<file path="config.mk">
export PLATFORM = sky130hd
export DESIGN_NAME = wmpa_acc
export DESIGN_NICKNAME = d
export VERILOG_FILES = /design/src/sv/wmpa_pkg.sv /design/src/sv/wmpa_acc.sv
export SDC_FILE = /design/constraint.sdc
export NUM_CORES = 1
export LEC_CHECK = 0
export ABC_CLOCK_PERIOD_IN_PS = 2840
export BUFFER_PORTS_ARGS = -buffer_cell sky130_fd_sc_hd__clkbuf_2
export CAP_MARGIN = 20
export CELL_PAD_IN_SITES_DETAIL_PLACEMENT = 0
export CELL_PAD_IN_SITES_GLOBAL_PLACEMENT = 1
export CORE_ASPECT_RATIO = 0.8
export CORE_MARGIN = 2
export CORE_UTILIZATION = 41
export CTS_BUF_LIST = sky130_fd_sc_hd__clkbuf_8 sky130_fd_sc_hd__clkbuf_16
export DETAILED_ROUTE_END_ITERATION = 7
export GPL_TIMING_DRIVEN = 0
export PLACE_DENSITY = 0.77
export SYNTH_ARGS = -nofsm -noshare
export SYNTH_HDL_FRONTEND = slang
export SYNTH_SLANG_ARGS = --single-unit
</file>
<file path="constraint.sdc">
create_clock -name clk -period 2.84 [get_ports clk]
set_clock_uncertainty 0.1 [all_clocks]
set_input_delay 0 -clock clk [delete_from_list [all_inputs] [get_ports clk]]
set_output_delay 0 -clock clk [all_outputs]
set_load 0.01 [all_outputs]
</file>
<file path="src/sv/wmpa_pkg.sv">
// wmpa_pkg: shared constants, codes and transaction types for the windowed max-plus argmax block
// depends on nothing; used by wmpa_acc, windowed_max_plus_argmax and the testbench
package wmpa_pkg;

  // grid and window limits
  localparam int MAX_ROWS   = 64;
  localparam int MAX_COLS   = 64;
  localparam int MAX_RADIUS = 7;

  localparam int WIN_SIDE  = 2 * MAX_RADIUS + 1;
  localparam int MSG_DEPTH = MAX_ROWS * MAX_COLS;
  localparam int WGT_DEPTH = WIN_SIDE * WIN_SIDE;
  localparam int MSG_AW    = $clog2(MSG_DEPTH);
  localparam int WGT_AW    = $clog2(WGT_DEPTH);

  // transaction field widths
  localparam int MODE_W = 2;
  localparam int CELL_W = 6;
  localparam int WINF_W = 4;
  localparam int VAL_W  = 32;

  // scan index, window position and row/column offset arithmetic
  localparam int WIN_W  = $clog2(WIN_SIDE);
  localparam int SPAN_W = $clog2((2 ** CELL_W) + WIN_SIDE);

  // configuration registers
  localparam int DIM_W      = 7;
  localparam int RAD_W      = 3;
  localparam int CFG_IDX_W  = 2;
  localparam int CFG_DATA_W = 7;

  localparam logic signed [VAL_W-1:0] VAL_MAX = {1'b0, {(VAL_W-1){1'b1}}};
  localparam logic signed [VAL_W-1:0] VAL_MIN = {1'b1, {(VAL_W-1){1'b0}}};

  typedef enum logic [MODE_W-1:0] {
    MODE_WR_WEIGHT = 2'd0,
    MODE_WR_MSG    = 2'd1,
    MODE_QUERY     = 2'd2
  } mode_t;

  typedef enum logic [CFG_IDX_W-1:0] {
    CFG_GRID_ROWS  = 2'd0,
    CFG_GRID_COLS  = 2'd1,
    CFG_WIN_RADIUS = 2'd2
  } cfg_idx_t;

  typedef enum logic [2:0] {
    ST_IDLE,
    ST_SCAN,
    ST_DRAIN_A,
    ST_DRAIN_B,
    ST_DONE
  } state_t;

  typedef struct packed {
    logic [MODE_W-1:0]       mode;
    logic [CELL_W-1:0]       cell_row;
    logic [CELL_W-1:0]       cell_col;
    logic [WINF_W-1:0]       win_row;
    logic [WINF_W-1:0]       win_col;
    logic signed [VAL_W-1:0] value;
  } in_item_t;

  typedef struct packed {
    logic signed [VAL_W-1:0] best_value;
    logic [CELL_W-1:0]       best_row;
    logic [CELL_W-1:0]       best_col;
  } out_item_t;

  // one window position on its way through the read pipeline
  typedef struct packed {
    logic              valid;
    logic [CELL_W-1:0] row;
    logic [CELL_W-1:0] col;
  } tap_t;

  // running maximum and where it was found
  typedef struct packed {
    logic                    have;
    logic signed [VAL_W-1:0] value;
    logic [CELL_W-1:0]       row;
    logic [CELL_W-1:0]       col;
  } acc_res_t;

endpackage

</file>
<file path="src/sv/wmpa_acc.sv">
// wmpa_acc: saturating add of message and weight, then running max with first-wins argmax
// depends on wmpa_pkg
module wmpa_acc (
  input  logic                              clk,
  input  logic                              rst_n,
  input  logic                              clear,
  input  wmpa_pkg::tap_t                    tap,
  input  logic signed [wmpa_pkg::VAL_W-1:0] msg_word,
  input  logic signed [wmpa_pkg::VAL_W-1:0] wgt_word,
  output wmpa_pkg::acc_res_t                best
);

  logic signed [wmpa_pkg::VAL_W:0]   sum_wide;
  logic signed [wmpa_pkg::VAL_W-1:0] sum_sat;
  logic signed [wmpa_pkg::VAL_W-1:0] sum_r;
  wmpa_pkg::tap_t                    tap_r;
  wmpa_pkg::acc_res_t                best_r;
  logic                              take;

  // one guard bit catches overflow
  assign sum_wide = {msg_word[wmpa_pkg::VAL_W-1], msg_word}
                  + {wgt_word[wmpa_pkg::VAL_W-1], wgt_word};

  always_comb begin
    if (sum_wide[wmpa_pkg::VAL_W] != sum_wide[wmpa_pkg::VAL_W-1]) begin
      sum_sat = sum_wide[wmpa_pkg::VAL_W] ? wmpa_pkg::VAL_MIN : wmpa_pkg::VAL_MAX;
    end else begin
      sum_sat = sum_wide[wmpa_pkg::VAL_W-1:0];
    end
  end

  always_ff @(posedge clk) begin
    sum_r <= sum_sat;
    if (!rst_n) begin
      tap_r <= '0;
    end else begin
      tap_r <= tap;
    end
  end

  // strict greater keeps the earliest of equal sums
  assign take = tap_r.valid && (!best_r.have || (sum_r > best_r.value));

  always_ff @(posedge clk) begin
    if (!rst_n) begin
      best_r <= '0;
    end else if (clear) begin
      best_r.have <= 1'b0;
    end else if (take) begin
      best_r.have  <= 1'b1;
      best_r.value <= sum_r;
      best_r.row   <= tap_r.row;
      best_r.col   <= tap_r.col;
    end
  end

  assign best = best_r;

endmodule

</file>
# Yosys cells after proc, flatten, opt, wreduce, memory -nomap -nowiden
# Cells that the tools add are included.
# word_totals
regBits	90
inputBits	80
out_inout_bits	45
elab_cells	20
# classes
addsub	1
order_cmp	1
n_eq_ne	1
n_mux	2
bitwise	2
n_reduce_logical	5
# ops
cell	n
$mux W32	2
$add A32 B32 Y33	1
$gt A32 B32 Y1	1
$not A1 Y1	2
$reduce_and A2 Y1	1
$reduce_or A2 Y1	1
$logic_and A1 B1 Y1	1
$logic_not A1 Y1	1
$logic_or A1 B1 Y1	1
$ne A1 B1 Y1	1

# Depth between registers and ports, before layout
# Gate-level depths: netlist of the first run.
# logic_depth
depth_word	4
ltp_mapped	12
depth_no_buf	11

# Worst setup path before layout of the first run
# Ideal clock, no wire load.
# synth_timing
kind	flip-flop to flip-flop
start	reg best_r, in the netlist best[42]
end	reg best_r, in the netlist best[0]
setup_time_ns	0.072
arrival_time_ns	2.532
t_required_ns	2.668
path_slack_ns	0.136
path_stages_with_launch	13
n_path_buf	2
period_less_slack_ns	2.704
cell_sequence	dfxtp_1 inv_1 ha_1 nand2_1 or3_1 or2_2 o22ai_1 nor2_1 a41o_1 a21oi_1 buf_2 buf_2 mux2i_1
# synth_between
elab_chain_len	4
# synth_lines
item	line	rtl
start: declaration	wmpa_acc.sv:17	wmpa_pkg::acc_res_t best_r;
$gt A32 B32 Y1	wmpa_acc.sv:42	assign take = tap_r.valid && (!best_r.have || (sum_r > best_r.value));
$logic_or A1 B1 Y1	wmpa_acc.sv:42	
$logic_and A1 B1 Y1	wmpa_acc.sv:42	
$reduce_and A2 Y1 (no line)	-	
# Every way passes these cells.
# A chain may end at the register's enable or synchronous reset.

# Worst setup path in the final report of the first run
# layout_timing
start	reg best_r, in the netlist best[40]
end	reg best_r, in the netlist best[6]
# The elaborated chain is that of the path after synthesis.

==> out/metrics.cfg, run 1 <==
[synth]
post_synth_num_cell_types = 56
synth_area_leader_cell = dfxtp_1
ys.flop_type = dfxtp_1
avgSynthCellArea_sq_um = 8.41
netlist_instances = 671
ys_seq_elements = 90
synthesis.area_sq_mm = 0.00564
synth_nets = 816
synthTopCellsByCount = 116 x nand2_1, 90 x dfxtp_1, 64 x ha_1
ys_async_sr_fraction = 0
synth.area.top_cells = dfxtp_1 32%, ha_1 14%, mux2i_1 7.8%
yosysMostFrequentCell = nand2_1
ys_seq_area_frac = 0.319
synth_edf_count = 0
synth_top_area_share = 0.319
ys_warn_count = 0

[hold_path]
hold_depth = 3
hp-start = rst_n
hold_class = in -> reg
holdPathEnd = best[27]

[cells_and_area]
antenna_cells = 0
fin_util = 0.530
area_delta_synth_final_pct = 26.9
nets = 968
drive_above_1_share = 0.221
n_fill_cell = 1288

[setup_path]
ff2ff_setup_slack_ns = 0.11
cp_max_fo = 10
reg2reg_to = best[6]
arrival_ns = 2.90
setup.worst_path.start_class = flip-flop
criticalPathCategory = reg -> reg
cp-end-kind = flip-flop
rr_startpoint = best[40]
worstPathRequired_ns = 3.01
reg2reg_depth = 12

[clock_tree]
cts_root_buffer = clkbuf_16
cts_buffers = 9
clkTransAtPathRegs_ns = 0.07
clk_path_buf_depth = 2
clkLatencyLatePin_ns = 0.35
cts_tree = built
cts.sinks = 90
htree_levels = 3

[power_and_ir_drop]
p_per_area_mw_per_mm2 = 588
p_total_mw = 4.21
ir_drop_mv = 0.301
p_leak_nw = 3.15

[detailed_routing]
wl_per_cell_um = 14.0
wl_um = 14100
viasPerCell = 5.00
via_count = 5044
ant_nets = 0
drt_iter0_drc = 239
drc = 0
drt_pre_antenna_iters = 4

[floorplan]
die_w_um = 135
rows = 38
die_h_um = 109
start_util = 0.418
io_pins = 125
coreArea_sq_mm = 0.0135
dieArea_sq_mm = 0.0147

[global_route]
globalRouteTotalUtil = 0.197
grt_antenna_before_repair = 0
grt_start_max_net_pins = 15
grt_pass1_wl_um = 23400
grt_pass1_vias = 5002
grt-ovfl-total = 0

[sta]
min_period_ns = 2.73
fin_crit_sh = 0.960
relSlewSlack = 0.539
setup_viol = 0
layout_setup_ws_ns = 0.114
max_freq_ghz = 0.367
whs_ns = 0.00400
tightest_slew_ns = 0.686
hold_viol_final = 0
drv_slew = 0

[placement]
hpwlAfterDp_um = 11300
gp_congestion = 0.874
dp_slack_ns = -0.420
port_buffers = 123

[job]
maxCapViolCount = 0

[status]
status = completed

## routing by layer
layer  GRT usage  up-vias  share of wire
met3      0.0335        9          0.042
met1       0.276     2258           0.52
li1            -     2652              -
met4      0.0469        0         0.0084
met2       0.319      125           0.42
met5           0        -              0
## power breakdown
part / leakage, nW / switching [mW] / internal (mW)
clock network: 0.173 / 0.475 / 0.904
registers: 0.746 / 0.127 / 1.45
logic: 2.24 / 0.673 / 0.578
total: 3.15 / 1.28 / 2.93
## timing repair
| item | 4_1_cts | 5_1_grt |
|---|---|---|
| resized for setup | 12 | 20 |
| hold buffers | 16 | 0 |
| endpoints found under the setup margin | 47 | 72 |
| endpoints found under the hold margin | 22 | 0 |
| gates cloned | 0 | 1 |
| buffers inserted | 1 | 0 |
## how the worst max path moves through the flow
stage          slack, ns  endpoint  cells past startpoint        start
6_report            0.11   best[6]                     12     best[40]
5_1_grt           -0.009   best[6]                     12     best[37]
4_1_cts            0.002   best[6]                     12     best[43]
3_5_place_dp       -0.42  sum_r[0]                     13  msg_word[0]
3_3_place_gp       -0.42  sum_r[0]                     13  msg_word[0]
2_1_floorplan       0.14   best[0]                     12     best[42]
## worst max-delay path, stage by stage, from the launching register on
cell and delay (ns):
dfxtp_2 0.34, inv_1 0.05, ha_1 0.29, nand2_1 0.08
or3_4 0.40, or2_2 0.31, o22ai_2 0.10, nor2_1 0.07
a41o_1 0.22, a21oi_2 0.12, buf_6 0.18, buf_8 0.17
mux2i_1 0.21
## per-stage QoR
| step | cell area, sq um | instances | TNS (ns) |
|---|---|---|---|
| 2_1_floorplan | 5640 | 671 | 0 |
| 3_3_place_gp | 6480 | 974 | -18.11 |
| 3_5_place_dp | 6480 | 974 | -21.78 |
| 4_1_cts | 7050 | 1007 | 0 |
| 5_1_grt | 7160 | 1008 | -0.0185 |
| 6_report | 7160 | 1008 | 0 |
## area by class of cell
type	instances	area (sq um)	area share
multi-input combinational	513	3620	0.505
sequential	90	1810	0.253
timing repair buffer	141	808	0.113
clock buffer	11	253	0.0353
tap	180	225	0.0315
buffer	29	201	0.0281
inverter	39	146	0.0204
clock inverter	5	101	0.0142
## cells in the final DEF (no fill, tap or decap), types with 19 or more instances in the layout
| cell type | count |
|---|---|
| ha_1 | 63 |
| o21ai_0 | 19 |
| dfxtp_1 | 85 |
| mux2i_1 | 42 |
| a21o_1 | 25 |
| inv_1 | 40 |
| nand2_1 | 116 |
| a21oi_1 | 40 |
| clkbuf_2 | 123 |
| nor2_1 | 24 |
## kinds of logic (layout without fill, tap and decap cells)
logic type               count (synthesis)  in the layout  share of synthesized area
adder cells (fa/ha/maj)                 73             73                      0.160
buffers and inverters                   68            225                     0.0508
flip-flops                              90             90                      0.319
XOR/XNOR                                23             23                     0.0370
multiplexers                            44             44                     0.0780
AO/OA/AOI/OAI                          152            152                      0.175
AND/OR/NAND/NOR                        221            221                      0.180
## flip-flops by register name, summed over array words and instances, names as in the netlist
signal  flops
tap_r      13
sum_r      32
best       45
Power figures use the tool's default switching activity.
==> run 2, diff against run 1 <==
--- a/config.mk
+++ b/config.mk
@@ -15,7 +15,6 @@
 export CORE_UTILIZATION = 41
 export CTS_BUF_LIST = sky130_fd_sc_hd__clkbuf_8 sky130_fd_sc_hd__clkbuf_16
 export DETAILED_ROUTE_END_ITERATION = 7
-export GPL_TIMING_DRIVEN = 0
 export PLACE_DENSITY = 0.77
 export SYNTH_ARGS = -nofsm -noshare
 export SYNTH_HDL_FRONTEND = slang
==> out/metrics.cfg, run 2 (synthesized netlist as in run 1, its figures left out) <==
[detailed_routing]
wl_um = 13900  ; -1.7%
wl_per_cell_um = 13.7  ; -2.6%
viasPerCell = 4.99  ; -0.30%
drt_iter0_drc = 166  ; -31%
drt_pre_antenna_iters = 5  ; +1
ant_nets = 0  ; unchanged
drc = 0  ; unchanged
via_count = 5074  ; +0.59%

[clock_tree]
cts_buffers = 9  ; unchanged
clkTransAtPathRegs_ns = 0.07  ; about the same
htree_levels = 3  ; unchanged
clkLatencyLatePin_ns = 0.34  ; about the same
cts.sinks = 90  ; unchanged
clk_path_buf_depth = 2  ; unchanged
cts_tree = built
cts_root_buffer = clkbuf_16

[placement]
hpwlAfterDp_um = 10900  ; -3.8%
dp.cells = 982  ; +0.82%
place_area_sq_mm = 0.00667  ; +2.8%
port_buffers = 124  ; +0.81%
gp_congestion = 0.859  ; -1.7%

[cells_and_area]
fin_util = 0.535  ; +0.00454
final_area_sq_mm = 0.00722  ; +0.86%
n_fill_cell = 1273  ; -1.2%
layout_commonest_cell = clkbuf_2
area_delta_synth_final_pct = 28.0
drive_above_1_share = 0.241  ; +0.0203
nets = 977  ; +0.93%
largest_reg_flops = 45  ; unchanged
antenna_cells = 0  ; unchanged
stdcell_count = 1017  ; +0.89%
final_cell_mix = 124 x clkbuf_2, 116 x nand2_1, 89 x dfxtp_1, 63 x ha_1, 43 x mux2i_1
regArea_sq_mm = 0.00180  ; -0.28%
multi_input_area_sq_mm = 0.00360  ; -0.48%

[status]
status = completed

[setup_path]
arrival_ns = 2.90  ; about the same
max_stage_delay_ns = 0.37  ; -0.03 ns
worstPathRequired_ns = 3.00  ; about the same
cp_max_fo = 11  ; +1
crit_chain = inv_1 -> ha_4 -> nand4_1 -> or3_4 -> or2_2 -> o22ai_2 -> nor2_1 -> a41o_1 -> a21oi_4 -> buf_12 -> buf_12 -> mux2i_2
reg2reg_depth = 12  ; unchanged
setup.worst_path.start_class = flip-flop
criticalPathCategory = reg -> reg
cp-end-kind = flip-flop
critPathSlowestCell = dfxtp_1
crit_top_cell = buf_12

[power_and_ir_drop]
ir_drop_mv = 0.283  ; -6.0%
p_per_area_mw_per_mm2 = 555  ; -5.5%
p_leak_nw = 3.22  ; +2.2%

[global_route]
globalRouteTotalUtil = 0.187  ; -0.0103
grt_pass1_vias = 4733  ; -5.4%
grt_start_max_net_pins = 103  ; +88
grt-ovfl-total = 0  ; unchanged
grt_antenna_before_repair = 0  ; unchanged
grt_pass1_wl_um = 22400  ; -4.5%

[sta]
fin_crit_sh = 0.965  ; +0.00479
tightest_slew_ns = 0.918  ; +0.232 ns
relSlewSlack = 0.388  ; -0.151
setup_viol = 0  ; unchanged
fin_setup_tns_ns = 0  ; unchanged
whs_ns = 0.0759  ; +0.0719 ns
min_period_ns = 2.74  ; +0.0136 ns
drv_slew = 0  ; unchanged
hold_viol_final = 0  ; unchanged
max_freq_ghz = 0.365  ; -0.50%

[floorplan]
coreArea_sq_mm = 0.0135  ; unchanged
start_util = 0.418  ; unchanged
die_w_um = 135  ; unchanged
die_h_um = 109  ; unchanged
dieArea_sq_mm = 0.0147  ; unchanged
rows = 38  ; unchanged
io_pins = 125  ; unchanged

[hold_path]
hold_class = in -> reg
hold_depth = 4  ; +1

[job]
maxCapViolCount = 0  ; unchanged

run 2: final cells by class:
type                    count  share of cell area
inverters                  39              0.0203
flip-flops and latches     90               0.250
well taps                 180              0.0312
multi-input cells         513               0.498
clock buffers              10              0.0331
repair buffers            179               0.160
clock inverters             6             0.00693
run 2: worst max-delay path, delay by kind of cell, from the launching register on:
family	cells	cell delay [ns]
muxes	1	0.22
buffers and inverters	3	0.38
AOI/OAI and AO/OA	3	0.47
DFF	1	0.37
adders and majority gates	1	0.28
and+or+nand+nor	4	0.83
run 2: power by group:
part | total [mW] | internal, mW | switching (mW) | leakage [nW]
clock | 1.13 | 0.626 | 0.502 | 0.136
sequential | 1.58 | 1.45 | 0.134 | 0.744
combinational | 1.30 | 0.624 | 0.673 | 2.34
total | 4.01 | 2.70 | 1.31 | 3.22
run 2: timing repair:
item | 4_1_cts | 5_1_grt
endpoints found under the setup margin | 0 | 44
endpoints found under the hold margin | 16 | 0
hold buffers | 16 | 0
buffers inserted | 0 | 1
gates resized for setup | 0 | 6
run 2: worst paths after layout:
| check | slack, ns | startpoint | to |
|---|---|---|---|
| max | 0.10 | best[43] | best[30] |
| min | 0.08 | wgt_word[27] | sum_r[27] |
| max reg2reg | 0.10 | best[43] | best[30] |
| min reg2reg | 0.35 | tap_r[8] | best[8] |
run 2: routing by layer:
metal,global-route usage,part of all wire
met5,0,0
met4,0.0536,0.013
met3,0.0242,0.055
met2,0.295,0.42
met1,0.269,0.51
run 2: metrics by stage:
stage / worst slack [ns] / power [mW]
final: 0.100 / 4.01
after global routing: -0.0117 / 4.30
after CTS: 0.0125 / 4.02
after detailed placement: -0.0520 / 2.87
after global placement: 0.0656 / 2.83
after floorplan: 0.136 / 2.44
